**src/sv/assert_macros.svh**
```systemverilog
// ----------------------------------------------------------------------------
// Assertion macros
// Shared concurrent assertion helpers for the RC4 cipher RTL.
// ----------------------------------------------------------------------------
`ifndef ASSERT_MACROS_SVH
`define ASSERT_MACROS_SVH

`ifndef SYNTHESIS
`define ASSERT_IMPLY(label, clk, rst_n, ante, cons) \
    label: assert property (@(posedge clk) disable iff (!rst_n) (ante) |-> (cons)) \
        else $error("implication check failed");
`define ASSERT_NEXT(label, clk, rst_n, ante, cons) \
    label: assert property (@(posedge clk) disable iff (!rst_n) (ante) |=> (cons)) \
        else $error("next-cycle check failed");
`else
`define ASSERT_IMPLY(label, clk, rst_n, ante, cons)
`define ASSERT_NEXT(label, clk, rst_n, ante, cons)
`endif

`endif

```
**src/sv/rc4_pkg.sv**
```systemverilog
// ----------------------------------------------------------------------------
// RC4 package
// Shared constants, register indexes, controller states and the command and
// status types between the controller and the datapath.
// ----------------------------------------------------------------------------
package rc4_pkg;

    localparam int BYTE_W        = 8;
    localparam int PERM_DEPTH    = 256;
    localparam int PERM_ADDR_W   = $clog2(PERM_DEPTH);
    localparam int KEY_W         = 64;
    localparam int LEN_W         = 5;
    localparam int CFG_IDX_W     = 2;
    localparam int MAX_KEY_BYTES = 16;
    localparam int KIDX_W        = 4;

    localparam logic [CFG_IDX_W-1:0] CFG_KEY_LOW  = 2'd0;
    localparam logic [CFG_IDX_W-1:0] CFG_KEY_HIGH = 2'd1;
    localparam logic [CFG_IDX_W-1:0] CFG_KEY_LEN  = 2'd2;

    typedef enum logic [3:0] {
        ST_IDLE,
        ST_FILL,
        ST_K_RD_N,
        ST_K_RD_A,
        ST_K_WR1,
        ST_K_WR2,
        ST_P_RD_I,
        ST_P_RD_J,
        ST_P_WR1,
        ST_P_WR2,
        ST_P_RD_K,
        ST_P_OUT
    } ctrl_state_t;

    typedef enum logic [3:0] {
        DP_NOP,
        DP_SCHED_START,
        DP_FILL,
        DP_K_RD_N,
        DP_K_RD_A,
        DP_K_WR1,
        DP_K_WR2,
        DP_P_RD_I,
        DP_P_RD_J,
        DP_P_WR1,
        DP_P_WR2,
        DP_P_RD_K,
        DP_P_OUT
    } dp_op_t;

    typedef struct packed {
        logic   load_in;
        dp_op_t op;
    } dp_cmd_t;

    typedef struct packed {
        logic count_last;
        logic out_busy;
    } dp_status_t;

endpackage

```
**src/sv/rc4_ram.sv**
```systemverilog
// ----------------------------------------------------------------------------
// RC4 RAM
// Generic simple dual-port RAM with one write port and one registered read.
// ----------------------------------------------------------------------------
module rc4_ram #(
    parameter int WIDTH = 8,
    parameter int DEPTH = 256
) (
    input  logic                     clk,
    input  logic                     we,
    input  logic [$clog2(DEPTH)-1:0] wa,
    input  logic [WIDTH-1:0]         wd,
    input  logic                     re,
    input  logic [$clog2(DEPTH)-1:0] ra,
    output logic [WIDTH-1:0]         rd
);

    logic [WIDTH-1:0] mem [DEPTH];
    logic [WIDTH-1:0] rd_reg;

    always_ff @(posedge clk)
    begin
        if (we)
        begin
            mem[wa] <= wd;
        end
        if (re)
        begin
            rd_reg <= mem[ra];
        end
    end

    assign rd = rd_reg;

endmodule

```
**src/sv/rc4_dp.sv**
```systemverilog
// ----------------------------------------------------------------------------
// RC4 datapath
// Key registers, indices, permutation memory and the output register.
// ----------------------------------------------------------------------------
`include "assert_macros.svh"

module rc4_dp (
    input  logic                            clk,
    input  logic                            rst_n,
    input  rc4_pkg::dp_cmd_t                cmd,
    output rc4_pkg::dp_status_t             status,
    input  logic [rc4_pkg::BYTE_W-1:0]      data_byte,
    input  logic                            cfg_valid,
    input  logic [rc4_pkg::CFG_IDX_W-1:0]   cfg_index,
    input  logic [rc4_pkg::KEY_W-1:0]       cfg_data,
    input  logic                            out_ready,
    output logic                            out_valid,
    output logic [rc4_pkg::BYTE_W-1:0]      out_byte
);

    import rc4_pkg::*;

    logic [KEY_W-1:0]       key_low_reg;
    logic [KEY_W-1:0]       key_high_reg;
    logic [LEN_W-1:0]       key_len_reg;
    logic [BYTE_W-1:0]      data_reg;
    logic [PERM_ADDR_W-1:0] n_reg;
    logic [PERM_ADDR_W-1:0] n_next;
    logic [BYTE_W-1:0]      acc_reg;
    logic [BYTE_W-1:0]      acc_next;
    logic [KIDX_W-1:0]      kidx_reg;
    logic [KIDX_W-1:0]      kidx_next;
    logic [BYTE_W-1:0]      i_reg;
    logic [BYTE_W-1:0]      i_next;
    logic [BYTE_W-1:0]      j_reg;
    logic [BYTE_W-1:0]      j_next;
    logic [BYTE_W-1:0]      si_reg;
    logic [BYTE_W-1:0]      si_next;
    logic [BYTE_W-1:0]      sj_reg;
    logic [BYTE_W-1:0]      sj_next;
    logic [BYTE_W-1:0]      out_byte_reg;
    logic                   out_valid_reg;

    logic [2*KEY_W-1:0]     key_bytes;
    logic [BYTE_W-1:0]      key_byte;
    logic [LEN_W-1:0]       eff_len;
    logic                   kidx_last;

    logic                   ram_we;
    logic [PERM_ADDR_W-1:0] ram_wa;
    logic [BYTE_W-1:0]      ram_wd;
    logic                   ram_re;
    logic [PERM_ADDR_W-1:0] ram_ra;
    logic [BYTE_W-1:0]      ram_rd;

    rc4_ram #(
        .WIDTH (BYTE_W),
        .DEPTH (PERM_DEPTH)
    ) u_perm (
        .clk (clk),
        .we  (ram_we),
        .wa  (ram_wa),
        .wd  (ram_wd),
        .re  (ram_re),
        .ra  (ram_ra),
        .rd  (ram_rd)
    );

    assign key_bytes = {key_high_reg, key_low_reg};
    assign key_byte  = key_bytes[{kidx_reg, 3'b000} +: BYTE_W];

    always_comb
    begin
        priority if (key_len_reg == '0)
        begin
            eff_len = LEN_W'(1);
        end
        else if (key_len_reg > LEN_W'(MAX_KEY_BYTES))
        begin
            eff_len = LEN_W'(MAX_KEY_BYTES);
        end
        else
        begin
            eff_len = key_len_reg;
        end
    end

    assign kidx_last = ({1'b0, kidx_reg} == (eff_len - LEN_W'(1)));

    always_comb
    begin
        n_next    = n_reg;
        acc_next  = acc_reg;
        kidx_next = kidx_reg;
        i_next    = i_reg;
        j_next    = j_reg;
        si_next   = si_reg;
        sj_next   = sj_reg;
        ram_we    = 1'b0;
        ram_wa    = n_reg;
        ram_wd    = ram_rd;
        ram_re    = 1'b0;
        ram_ra    = n_reg;
        unique case (cmd.op)
            DP_NOP:
            begin
            end
            DP_SCHED_START:
            begin
                n_next    = '0;
                acc_next  = '0;
                kidx_next = '0;
                i_next    = '0;
                j_next    = '0;
            end
            DP_FILL:
            begin
                ram_we = 1'b1;
                ram_wa = n_reg;
                ram_wd = BYTE_W'(n_reg);
                n_next = n_reg + PERM_ADDR_W'(1);
            end
            DP_K_RD_N:
            begin
                ram_re = 1'b1;
                ram_ra = n_reg;
            end
            DP_K_RD_A:
            begin
                acc_next = acc_reg + ram_rd + key_byte;
                si_next  = ram_rd;
                ram_re   = 1'b1;
                ram_ra   = acc_next;
            end
            DP_K_WR1:
            begin
                ram_we = 1'b1;
                ram_wa = n_reg;
                ram_wd = ram_rd;
            end
            DP_K_WR2:
            begin
                ram_we    = 1'b1;
                ram_wa    = acc_reg;
                ram_wd    = si_reg;
                n_next    = n_reg + PERM_ADDR_W'(1);
                kidx_next = kidx_last ? '0 : kidx_reg + KIDX_W'(1);
            end
            DP_P_RD_I:
            begin
                i_next = i_reg + BYTE_W'(1);
                ram_re = 1'b1;
                ram_ra = i_next;
            end
            DP_P_RD_J:
            begin
                j_next  = j_reg + ram_rd;
                si_next = ram_rd;
                ram_re  = 1'b1;
                ram_ra  = j_next;
            end
            DP_P_WR1:
            begin
                sj_next = ram_rd;
                ram_we  = 1'b1;
                ram_wa  = i_reg;
                ram_wd  = ram_rd;
            end
            DP_P_WR2:
            begin
                ram_we = 1'b1;
                ram_wa = j_reg;
                ram_wd = si_reg;
            end
            DP_P_RD_K:
            begin
                ram_re = 1'b1;
                ram_ra = si_reg + sj_reg;
            end
            DP_P_OUT:
            begin
            end
            default:
            begin
            end
        endcase
    end

    always_ff @(posedge clk or negedge rst_n)
    begin
        if (!rst_n)
        begin
            key_low_reg   <= '0;
            key_high_reg  <= '0;
            key_len_reg   <= LEN_W'(1);
            out_valid_reg <= 1'b0;
            i_reg         <= '0;
            j_reg         <= '0;
        end
        else
        begin
            if (cfg_valid)
            begin
                unique case (cfg_index)
                    CFG_KEY_LOW:  key_low_reg  <= cfg_data;
                    CFG_KEY_HIGH: key_high_reg <= cfg_data;
                    CFG_KEY_LEN:  key_len_reg  <= cfg_data[LEN_W-1:0];
                    default:
                    begin
                    end
                endcase
            end
            if (cmd.op == DP_P_OUT)
            begin
                out_valid_reg <= 1'b1;
            end
            else if (out_ready)
            begin
                out_valid_reg <= 1'b0;
            end
            i_reg <= i_next;
            j_reg <= j_next;
        end
    end

    always_ff @(posedge clk)
    begin
        if (cmd.load_in)
        begin
            data_reg <= data_byte;
        end
        if (cmd.op == DP_P_OUT)
        begin
            out_byte_reg <= data_reg ^ ram_rd;
        end
        n_reg    <= n_next;
        acc_reg  <= acc_next;
        kidx_reg <= kidx_next;
        si_reg   <= si_next;
        sj_reg   <= sj_next;
    end

    assign status.count_last = (n_reg == PERM_ADDR_W'(PERM_DEPTH - 1));
    assign status.out_busy   = out_valid_reg && !out_ready;
    assign out_valid         = out_valid_reg;
    assign out_byte          = out_byte_reg;

    `ASSERT_IMPLY(a_no_rw_same_addr, clk, rst_n, ram_we && ram_re, ram_wa != ram_ra)
    `ASSERT_IMPLY(a_out_load_free, clk, rst_n, cmd.op == DP_P_OUT,
                  !(out_valid_reg && !out_ready))

endmodule

```
**src/sv/rc4_ctrl.sv**
```systemverilog
// ----------------------------------------------------------------------------
// RC4 controller
// Sequences the key schedule and the per-byte keystream steps.
// ----------------------------------------------------------------------------
`include "assert_macros.svh"

module rc4_ctrl (
    input  logic                 clk,
    input  logic                 rst_n,
    input  logic                 in_valid,
    output logic                 in_ready,
    input  logic                 new_message,
    input  rc4_pkg::dp_status_t  status,
    output rc4_pkg::dp_cmd_t     cmd
);

    import rc4_pkg::*;

    ctrl_state_t state_reg;
    ctrl_state_t state_next;
    logic        keyed_reg;
    logic        keyed_next;

    always_ff @(posedge clk or negedge rst_n)
    begin
        if (!rst_n)
        begin
            state_reg <= ST_IDLE;
            keyed_reg <= 1'b0;
        end
        else
        begin
            state_reg <= state_next;
            keyed_reg <= keyed_next;
        end
    end

    always_comb
    begin
        state_next  = state_reg;
        keyed_next  = keyed_reg;
        in_ready    = 1'b0;
        cmd.load_in = 1'b0;
        cmd.op      = DP_NOP;
        unique case (state_reg)
            ST_IDLE:
            begin
                in_ready = 1'b1;
                if (in_valid)
                begin
                    cmd.load_in = 1'b1;
                    if (new_message || !keyed_reg)
                    begin
                        cmd.op     = DP_SCHED_START;
                        state_next = ST_FILL;
                    end
                    else
                    begin
                        state_next = ST_P_RD_I;
                    end
                end
            end
            ST_FILL:
            begin
                cmd.op = DP_FILL;
                if (status.count_last)
                begin
                    state_next = ST_K_RD_N;
                end
            end
            ST_K_RD_N:
            begin
                cmd.op     = DP_K_RD_N;
                state_next = ST_K_RD_A;
            end
            ST_K_RD_A:
            begin
                cmd.op     = DP_K_RD_A;
                state_next = ST_K_WR1;
            end
            ST_K_WR1:
            begin
                cmd.op     = DP_K_WR1;
                state_next = ST_K_WR2;
            end
            ST_K_WR2:
            begin
                cmd.op = DP_K_WR2;
                if (status.count_last)
                begin
                    keyed_next = 1'b1;
                    state_next = ST_P_RD_I;
                end
                else
                begin
                    state_next = ST_K_RD_N;
                end
            end
            ST_P_RD_I:
            begin
                cmd.op     = DP_P_RD_I;
                state_next = ST_P_RD_J;
            end
            ST_P_RD_J:
            begin
                cmd.op     = DP_P_RD_J;
                state_next = ST_P_WR1;
            end
            ST_P_WR1:
            begin
                cmd.op     = DP_P_WR1;
                state_next = ST_P_WR2;
            end
            ST_P_WR2:
            begin
                cmd.op     = DP_P_WR2;
                state_next = ST_P_RD_K;
            end
            ST_P_RD_K:
            begin
                cmd.op     = DP_P_RD_K;
                state_next = ST_P_OUT;
            end
            ST_P_OUT:
            begin
                if (!status.out_busy)
                begin
                    cmd.op     = DP_P_OUT;
                    state_next = ST_IDLE;
                end
            end
            default:
            begin
                state_next = ST_IDLE;
            end
        endcase
    end

    `ASSERT_NEXT(a_first_byte_keys, clk, rst_n, in_valid && in_ready && !keyed_reg,
                 state_reg == ST_FILL)
    `ASSERT_NEXT(a_one_at_a_time, clk, rst_n, in_valid && in_ready, !in_ready)

endmodule

```
**src/sv/rc4_stream_cipher.sv**
```systemverilog
// ----------------------------------------------------------------------------
// RC4 stream cipher
// XORs each data byte with the next RC4 keystream byte.
// ----------------------------------------------------------------------------
// The block handles one byte at a time, taking it in the idle state. It then
// runs six steps in the single permutation memory (read S[i], read S[j], two
// swap writes, read S[S[i]+S[j]], output load); the output load waits while
// an earlier result is still held. The first byte after reset and every byte
// marked new_message first run the key schedule, which fills the permutation
// and then makes 256 swaps, each a read of S[n], a read of S[acc] and two
// swap writes. The result register frees the input side, so the next byte is
// taken while a result still waits on the output. The user must write key
// registers through the configuration channel only while the block is idle,
// which the block does not enforce; they take effect at the next key schedule.
// ----------------------------------------------------------------------------
module rc4_stream_cipher (
    input  logic                            clk,
    input  logic                            rst_n,
    input  logic                            in_valid,
    output logic                            in_ready,
    input  logic [rc4_pkg::BYTE_W-1:0]      data_byte,
    input  logic                            new_message,
    output logic                            out_valid,
    input  logic                            out_ready,
    output logic [rc4_pkg::BYTE_W-1:0]      out_byte,
    input  logic                            cfg_valid,
    output logic                            cfg_ready,
    input  logic [rc4_pkg::CFG_IDX_W-1:0]   cfg_index,
    input  logic [rc4_pkg::KEY_W-1:0]       cfg_data
);

    import rc4_pkg::*;

    dp_cmd_t    cmd;
    dp_status_t status;

    assign cfg_ready = 1'b1;

    rc4_ctrl u_ctrl (
        .clk         (clk),
        .rst_n       (rst_n),
        .in_valid    (in_valid),
        .in_ready    (in_ready),
        .new_message (new_message),
        .status      (status),
        .cmd         (cmd)
    );

    rc4_dp u_dp (
        .clk       (clk),
        .rst_n     (rst_n),
        .cmd       (cmd),
        .status    (status),
        .data_byte (data_byte),
        .cfg_valid (cfg_valid),
        .cfg_index (cfg_index),
        .cfg_data  (cfg_data),
        .out_ready (out_ready),
        .out_valid (out_valid),
        .out_byte  (out_byte)
    );

endmodule

```
**config.mk**
```make
export PLATFORM = sky130hd
export DESIGN_NAME = rc4_stream_cipher
export DESIGN_NICKNAME = d
export VERILOG_FILES = /design/src/sv/rc4_pkg.sv /design/src/sv/rc4_ram.sv /design/src/sv/rc4_dp.sv /design/src/sv/rc4_ctrl.sv /design/src/sv/rc4_stream_cipher.sv
export VERILOG_INCLUDE_DIRS = /design/src /design/src/sv
export SDC_FILE = /design/constraint.sdc
export NUM_CORES = 2
export LEC_CHECK = 0
export ABC_AREA = 1
export BUFFER_PORTS_ARGS = -buffer_cell sky130_fd_sc_hd__buf_2
export CORE_ASPECT_RATIO = 0.8
export CORE_MARGIN = 2
export CORE_UTILIZATION = 30
export CTS_CLUSTER_DIAMETER = 100
export DETAILED_ROUTE_END_ITERATION = 12
export HOLD_SLACK_MARGIN = 0.1
export PLACE_DENSITY_LB_ADDON = 0.05
export REMOVE_ABC_BUFFERS = 1
export SYNTH_ARGS = -nofsm -noshare
export SYNTH_HDL_FRONTEND = slang
export SYNTH_SLANG_ARGS = --single-unit
```
**constraint.sdc**
```tcl
create_clock -name clk -period 7 [get_ports clk]
set_clock_uncertainty 0.05 [all_clocks]
set_input_delay 0.7 -clock clk [delete_from_list [all_inputs] [get_ports clk]]
set_output_delay 0.7 -clock clk [all_outputs]
set_load 0.02 [all_outputs]
```
# Word level (Yosys, flattened, before mapping)

Memories as Yosys holds them, arrays and structs flattened. A register that Yosys moved wholly into a read port is not among the register bits.
Index checks and enable logic that the tools add are counted.

$add $sub $neg: 8
$mul: 0
Div/mod/pow operators: 0
$lt $le $gt $ge: 1
Eq/ne operators: 30
Shifts and indexed selects: 1
Mux-type cells: 29
Bitwise gates (word level): 1
Reductions and logical operators: 23

Operators with widths:

| cell                                                                  | count |
|---|---|
| 128-bit by 8-bit variable part select with 8-bit output               | 1 |
| 4-bit case mux with 12 select lines                                   | 2 |
| 8-bit case mux with 2 select lines                                    | 5 |
| 4-bit equality test, second input constant                            | 9 |
| 8-bit adder                                                           | 4 |
| 4-bit by 3-bit equality test with 1-bit output, second input constant | 8 |
| 8-bit case mux with 4 select lines                                    | 1 |
| 8-bit case mux with 3 select lines                                    | 1 |
| 4-bit 2-to-1 mux                                                      | 5 |
| 8-bit by 1-bit adder with 8-bit output, second input constant         | 2 |
| 4-bit by 2-bit equality test with 1-bit output, second input constant | 4 |
| 5-bit 2-to-1 mux                                                      | 3 |
| 2-bit nonzero test                                                    | 6 |
| 5-bit OR reduction                                                    | 2 |
| 1-bit 2-to-1 mux                                                      | 9 |
| 4-bit by 1-bit equality test with 1-bit output, second input constant | 2 |
| 8-bit equality test, second input constant                            | 1 |
| 4-bit case mux with 2 select lines                                    | 1 |
| 2-bit AND reduction                                                   | 4 |
| 8-bit bitwise XOR                                                     | 1 |
| 3-bit 2-to-1 mux                                                      | 2 |
| 2-bit inequality test, second input constant                          | 3 |
| 2-bit OR reduction                                                    | 3 |
| 4-bit by 5-bit equality test with 1-bit output                        | 1 |
| 12 further kinds                                                      | 13 |

Bits in registers: 207
Bits in latches: 0
Memory bits (writable): 2048
ROM bits: 0
Output and inout port bits: 11
Memories kept: 1

Memories:

| name            | depth | bits a word | read ports | clocked after Yosys merged registers in | wr ports | line          | source |
|---|---|---|---|---|---|---|---|
| u_dp.u_perm.mem | 256   | 8           | 1          | 1                                       | 1        | rc4_ram.sv:18 | `logic [WIDTH-1:0] mem [DEPTH];` |

# Logic depth before layout (Yosys ltp)

Depth in word-level cells: 10
Gate-level depth with buffers: 28
Gate-level depth less buffers: 26

# By module

From an unflattened synthesis, not the netlist that was laid out.

Cells, all modules: 8308
Area total of the unflattened synthesis: 94320.5 um^2

By module, submodules not included:

| module            | instances | cells each | area each (um^2) |
|---|---|---|---|
| rc4_ram           | 1         | 7003       | 83476.3 |
| rc4_dp            | 1         | 1242       | 10462.5 |
| rc4_ctrl          | 1         | 61         | 370.4 |
| rc4_stream_cipher | 1         | 2          | 11.3 |

# Least setup slack after synthesis

OpenSTA, ideal clock, no wires.

Path kind: register to register
From: reg u_ctrl.state_reg[2]
To: mem u_dp.u_perm.mem[0][0] (data pin)
Setup time: 822 ps
Data arrival time: 5116 ps
Required time: 6128 ps
Slack: 1012 ps
Stages on the path, launching flop included: 10
Clock period less this slack: 5988 ps
Cells stage by stage: dfrtp_1 > nor2_1 > inv_1 > nor2_1 > inv_1 > nor2_1 > a32oi_1 > nand4_1 > nand2_1 > nand2_1

Cells in the longest elaborated chain, start to end: 5

RTL lines:

| what                                                                                  | line           | source |
|---|---|---|
| from (decl)                                                                           | rc4_ctrl.sv:19 | `ctrl_state_t state_reg;` |
| from (signal assigned)                                                                | rc4_ctrl.sv:33 | `state_reg <= state_next;` |
| 4-bit equality test (tied with other cells)                                           | rc4_ctrl.sv:45 | `unique case (state_reg)` |
| 4-bit case mux with 12 select lines *                                                 | rc4_ctrl.sv:45 |  |
| 4-bit by 3-bit equality test with 1-bit output or 4-bit equality test (tied branches) | rc4_dp.sv:104  | `unique case (cmd.op)` |
| 2-bit OR reduction (no line)                                                          | -              |  |
| 8-bit case mux with 2 select lines *                                                  | rc4_dp.sv:104  |  |
| net u_dp.ram_wd[0]                                                                    | rc4_dp.sv:51   | `logic [BYTE_W-1:0] ram_wd;` |
| to (decl)                                                                             | rc4_ram.sv:18  |  |

Mark *: on every way through the listed nets, which the timed path passes. The rest lies on a longest branch.

# Worst setup path in the final report

From: reg u_dp.kidx_reg[0]
To: reg u_dp.u_perm.rd_reg[1], in the netlist u_dp.u_perm.rd[1], read port of u_dp.u_perm.mem (data pin)

Cells in the longest elaborated chain, start to end: 3

RTL lines:

| what                                                    | line          | source |
|---|---|---|
| from (decl)                                             | rc4_dp.sv:31  | `logic [KIDX_W-1:0] kidx_reg;` |
| from (signal assigned)                                  | rc4_dp.sv:238 | `kidx_reg <= kidx_next;` |
| 128-bit by 8-bit variable part select with 8-bit output | rc4_dp.sv:70  | `assign key_byte = key_bytes[{kidx_reg, 3'b000} +: BYTE_W];` |
| 8-bit adder                                             | rc4_dp.sv:130 | `acc_next = acc_reg + ram_rd + key_byte;` |
| 8-bit case mux with 4 select lines                      | rc4_dp.sv:104 |  |
| to (decl)                                               | rc4_ram.sv:19 | `logic [WIDTH-1:0] rd_reg;` |

Every way passes these cells.
A chain may end at the register's enable or synchronous reset.

==> summary.md <==
| Metric | Value |
|---|---|
| Critical path peak fanout | 25 |
| WP data required | 7.53 ns |
| Clock root cell | clkbuf_16 |
| Vias/cell | 4.865 |
| Die Footprint | 334400 um2 |
| Cell variety after synth | 45 |
| Synth Area in Adders | 0.005059 |
| Initial antenna violation count | 17 |
| Final Cycle Share | 0.9340 |
| IO Pins | 91 |
| Vias | 68437 |
| Placed Cells | 13528 |
| Nets | 9618 |
| Ys async rst share | 0.06849 |
| Top FF cell, synth | edfxtp_1 |
| Fin crit period | 6.538 ns |
| Placer Congestion | 0.8195 |
| Setup Crit Path Kind | reg2reg |
| Setup Viol. Count Final | 0 |
| Largest net degree at the start of global routing | 188 |
| Final cell count without fillers | 14067 |
| Hold WC Path Type | in2reg |
| Slew HR | 0.07876 |
| CTS buffer count | 268 |
| First-pass GRT wire length | 498300 um |
| I/O Buffers | 89 |
| Drt drc | 0 |
| EDFF count, synth | 2108 |
| ANT nets after route | 0 |
| GRT Util Overall | 0.2036 |
| Die Span Y | 517.6 um |
| Post-synthesis xor/xnor area fraction | 0.002213 |
| DR pass1 iterations | 6 |
| Main combinational cell family by area after synthesis | simple AND/OR/NAND/NOR gates |
| Worst Tran Pin Value | 1.377 ns |
| Iteration-0 DRC Markers | 6453 |
| WL/cell | 24.73 um |
| Mux cell area share after synthesis | 0 |
| Commonest non-fill, non-tap cell in the layout | nand2_1 |
| FF+latch count, synth | 2263 |
| HPWL after detailed placement | 205600 um |
| Synthesized area | 98930 um2 |
| Most congested layer reported by global routing | met1 |
| Sink Count | 2263 |
| Synth area leaders | edfxtp_1 (64%), nand2_1 (11%), nand3_1 (7.9%), dfrtp_1 (3.9%), inv_1 (3.4%) |
| Outcome | finished clean |
| Vias in the first global route | 66277 |
| Met3 usage | 0.02978 |
| CP Launch Type | flop |
| Area Growth Syn to Fin | 14.99% |
| Std cell rows | 188 |
| Max reg flops | 2048 |
| Commonest cells after routing, fill and taps aside | nand2_1 (2776), edfxtp_1 (2108), nand3_1 (1562) |
| CORE AREA | 328100 um2 |
| Syn Area/Cell | 10.54 um2 |
| Max-cap viol count | 0 |
| CTS tree | built |
| Initial Utilization | 0.3015 |
| Hold Vio Cnt, Final | 0 |
| Worst Path Arrival | 7.06 ns |
| Max Root-Sink Buffers | 4 |
| WL final | 347900 um |
| Met1 Use GR | 0.3138 |
| Fraction of layout cells with a size suffix above 1 | 0.07576 |
| Filler instances | 32941 |
| CP endpoint kind | flop |
| Remaining Overflow, GRT | 0 |
| Max Slew Vio Count | 0 |
| YS warnings | 0 |
| Worst skew pair latency | 0.86 ns |
| Synth Area in Compound Gates | 0.02660 |
| Synth top area share | 0.6398 |
| Register area share after synthesis | 0.6790 |
| Simple-Gate Fraction of Synth Area | 0.2250 |
| Fmax | 152.9 MHz |
| RSZ-0062 raised after global routing | false |
| Area leader, netlist | edfxtp_1 |
| GR Layer Usage met2 | 0.3014 |
| CTS H-tree depth | 5 |
| Clock transition at path regs | 0.06 ns |
| DIE WIDTH | 646.0 um |
| Cells after Synth | 9388 |
[final timing paths]
| check | start | endpoint | slack [ns] | depth (start not counted) |
|---|---|---|---|---|
| hold reg to reg | u_ctrl.keyed_reg | u_ctrl.keyed_reg | 0.41 | 2 |
| setup / recovery | u_dp.kidx_reg[0] | u_dp.u_perm.rd[1] | 0.46 | 26 |
| min in group asynchronous | rst_n | u_ctrl.keyed_reg | 0.43 | 2 |
| setup reg to reg | u_dp.kidx_reg[0] | u_dp.u_perm.rd[1] | 0.46 | 26 |
| max in group asynchronous | rst_n | u_dp.key_low_reg[9] | 4.95 | 3 |
| hold / removal | cfg_data[2] | u_dp.key_len_reg[2] | 0.17 | 3 |
[cell usage after synthesis, types with 3 or more instances]
| cell | instances |
|---|---|
| o221ai_1 | 16 |
| nand2_2 | 3 |
| buf_2 | 357 |
| nand3_1 | 1563 |
| xor2_1 | 21 |
| ha_1 | 24 |
| a22oi_1 | 8 |
| fa_1 | 10 |
| buf_4 | 27 |
| o21ai_0 | 228 |
| inv_1 | 900 |
| buf_1 | 21 |
| nor2_1 | 488 |
| o22ai_1 | 23 |
| clkbuf_1 | 161 |
| nand2_1 | 2804 |
| xnor2_1 | 4 |
| dfrtp_1 | 154 |
| edfxtp_1 | 2108 |
| nor3_1 | 6 |
| o21ai_1 | 5 |
| nand4_1 | 6 |
| o211ai_1 | 102 |
| or2_2 | 6 |
| inv_2 | 14 |
| a31oi_1 | 6 |
| nand3b_1 | 252 |
| a21oi_1 | 46 |
| clkinv_1 | 3 |
[through the flow]
step                utilization  area (um2)  setup WS (ns)   TNS, ns  hold slack, ns
floorplan                     -       96240         -30.67   -245.31          0.3544
global placement         0.3196      104900       -0.01054  -0.01054          0.4025
detailed placement       0.3196      104900       -0.03651  -0.03651          0.4032
CTS                      0.3465      113700         0.1597         0          0.1001
global route             0.3466      113700         0.1524         0          0.1493
finish                   0.3467      113800         0.4617         0          0.1672
[per-layer routing]
metal  routed length [um]  vias up
li1                     -    31927
met1               172900    34376
met2               150100     1750
met3                18390      382
met4                 6347        2
met5                  145        -
[final cells by class]
cell class / count / area [um2] / area share
multi-input combinational: 5640 / 25820 / 0.2270
inverter: 917 / 3475 / 0.03054
timing repair buffer: 414 / 3697 / 0.03250
clock inverter: 90 / 704.4 / 0.006192
tap: 4370 / 5468 / 0.04806
clock buffer: 364 / 7395 / 0.06500
sequential: 2263 / 67180 / 0.5905
antenna: 9 / 22.52 / 0.0001980
[worst max-delay path, stage by stage (launching register included)]
cell      delay, ns
edfxtp_1       0.34
buf_4          0.23
nand2_1        0.27
buf_4          0.27
o221ai_1       0.18
a31oi_1        0.08
o32ai_1        0.53
fa_1           0.52
inv_1          0.12
ha_1           0.28
nand2_1        0.08
nand2_1        0.04
inv_1          0.04
nand2_1        0.05
or2_2          0.27
nand3_1        0.07
inv_1          0.07
nor2_1         0.23
a21oi_4        0.16
clkinv_4       0.36
buf_4          0.42
buf_4          0.35
nand3_1        0.18
nand3_1        0.26
nand3_1        0.26
nand3_1        0.36
nand2_1        0.12
[repair_timing]
item / CTS / global route
endpoints found under the setup margin: 4 / 5
setup buffers: 0 / 4
hold endpoints to repair: 215 / 0
hold buffers: 72 / 0
gates resized for setup: 1 / 1
[kinds of logic after synthesis]
family / count (synthesis)
AND/OR/NAND/NOR: 5136
flip-flops: 2263
buffers and inverters: 1485
AO/OA/AOI/OAI: 444
adder cells (fa/ha/maj): 34
XOR/XNOR: 25
other: 1
Power is not shown: default switching activity piles up to over one toggle a cycle in this logic, so the estimate is an artifact.
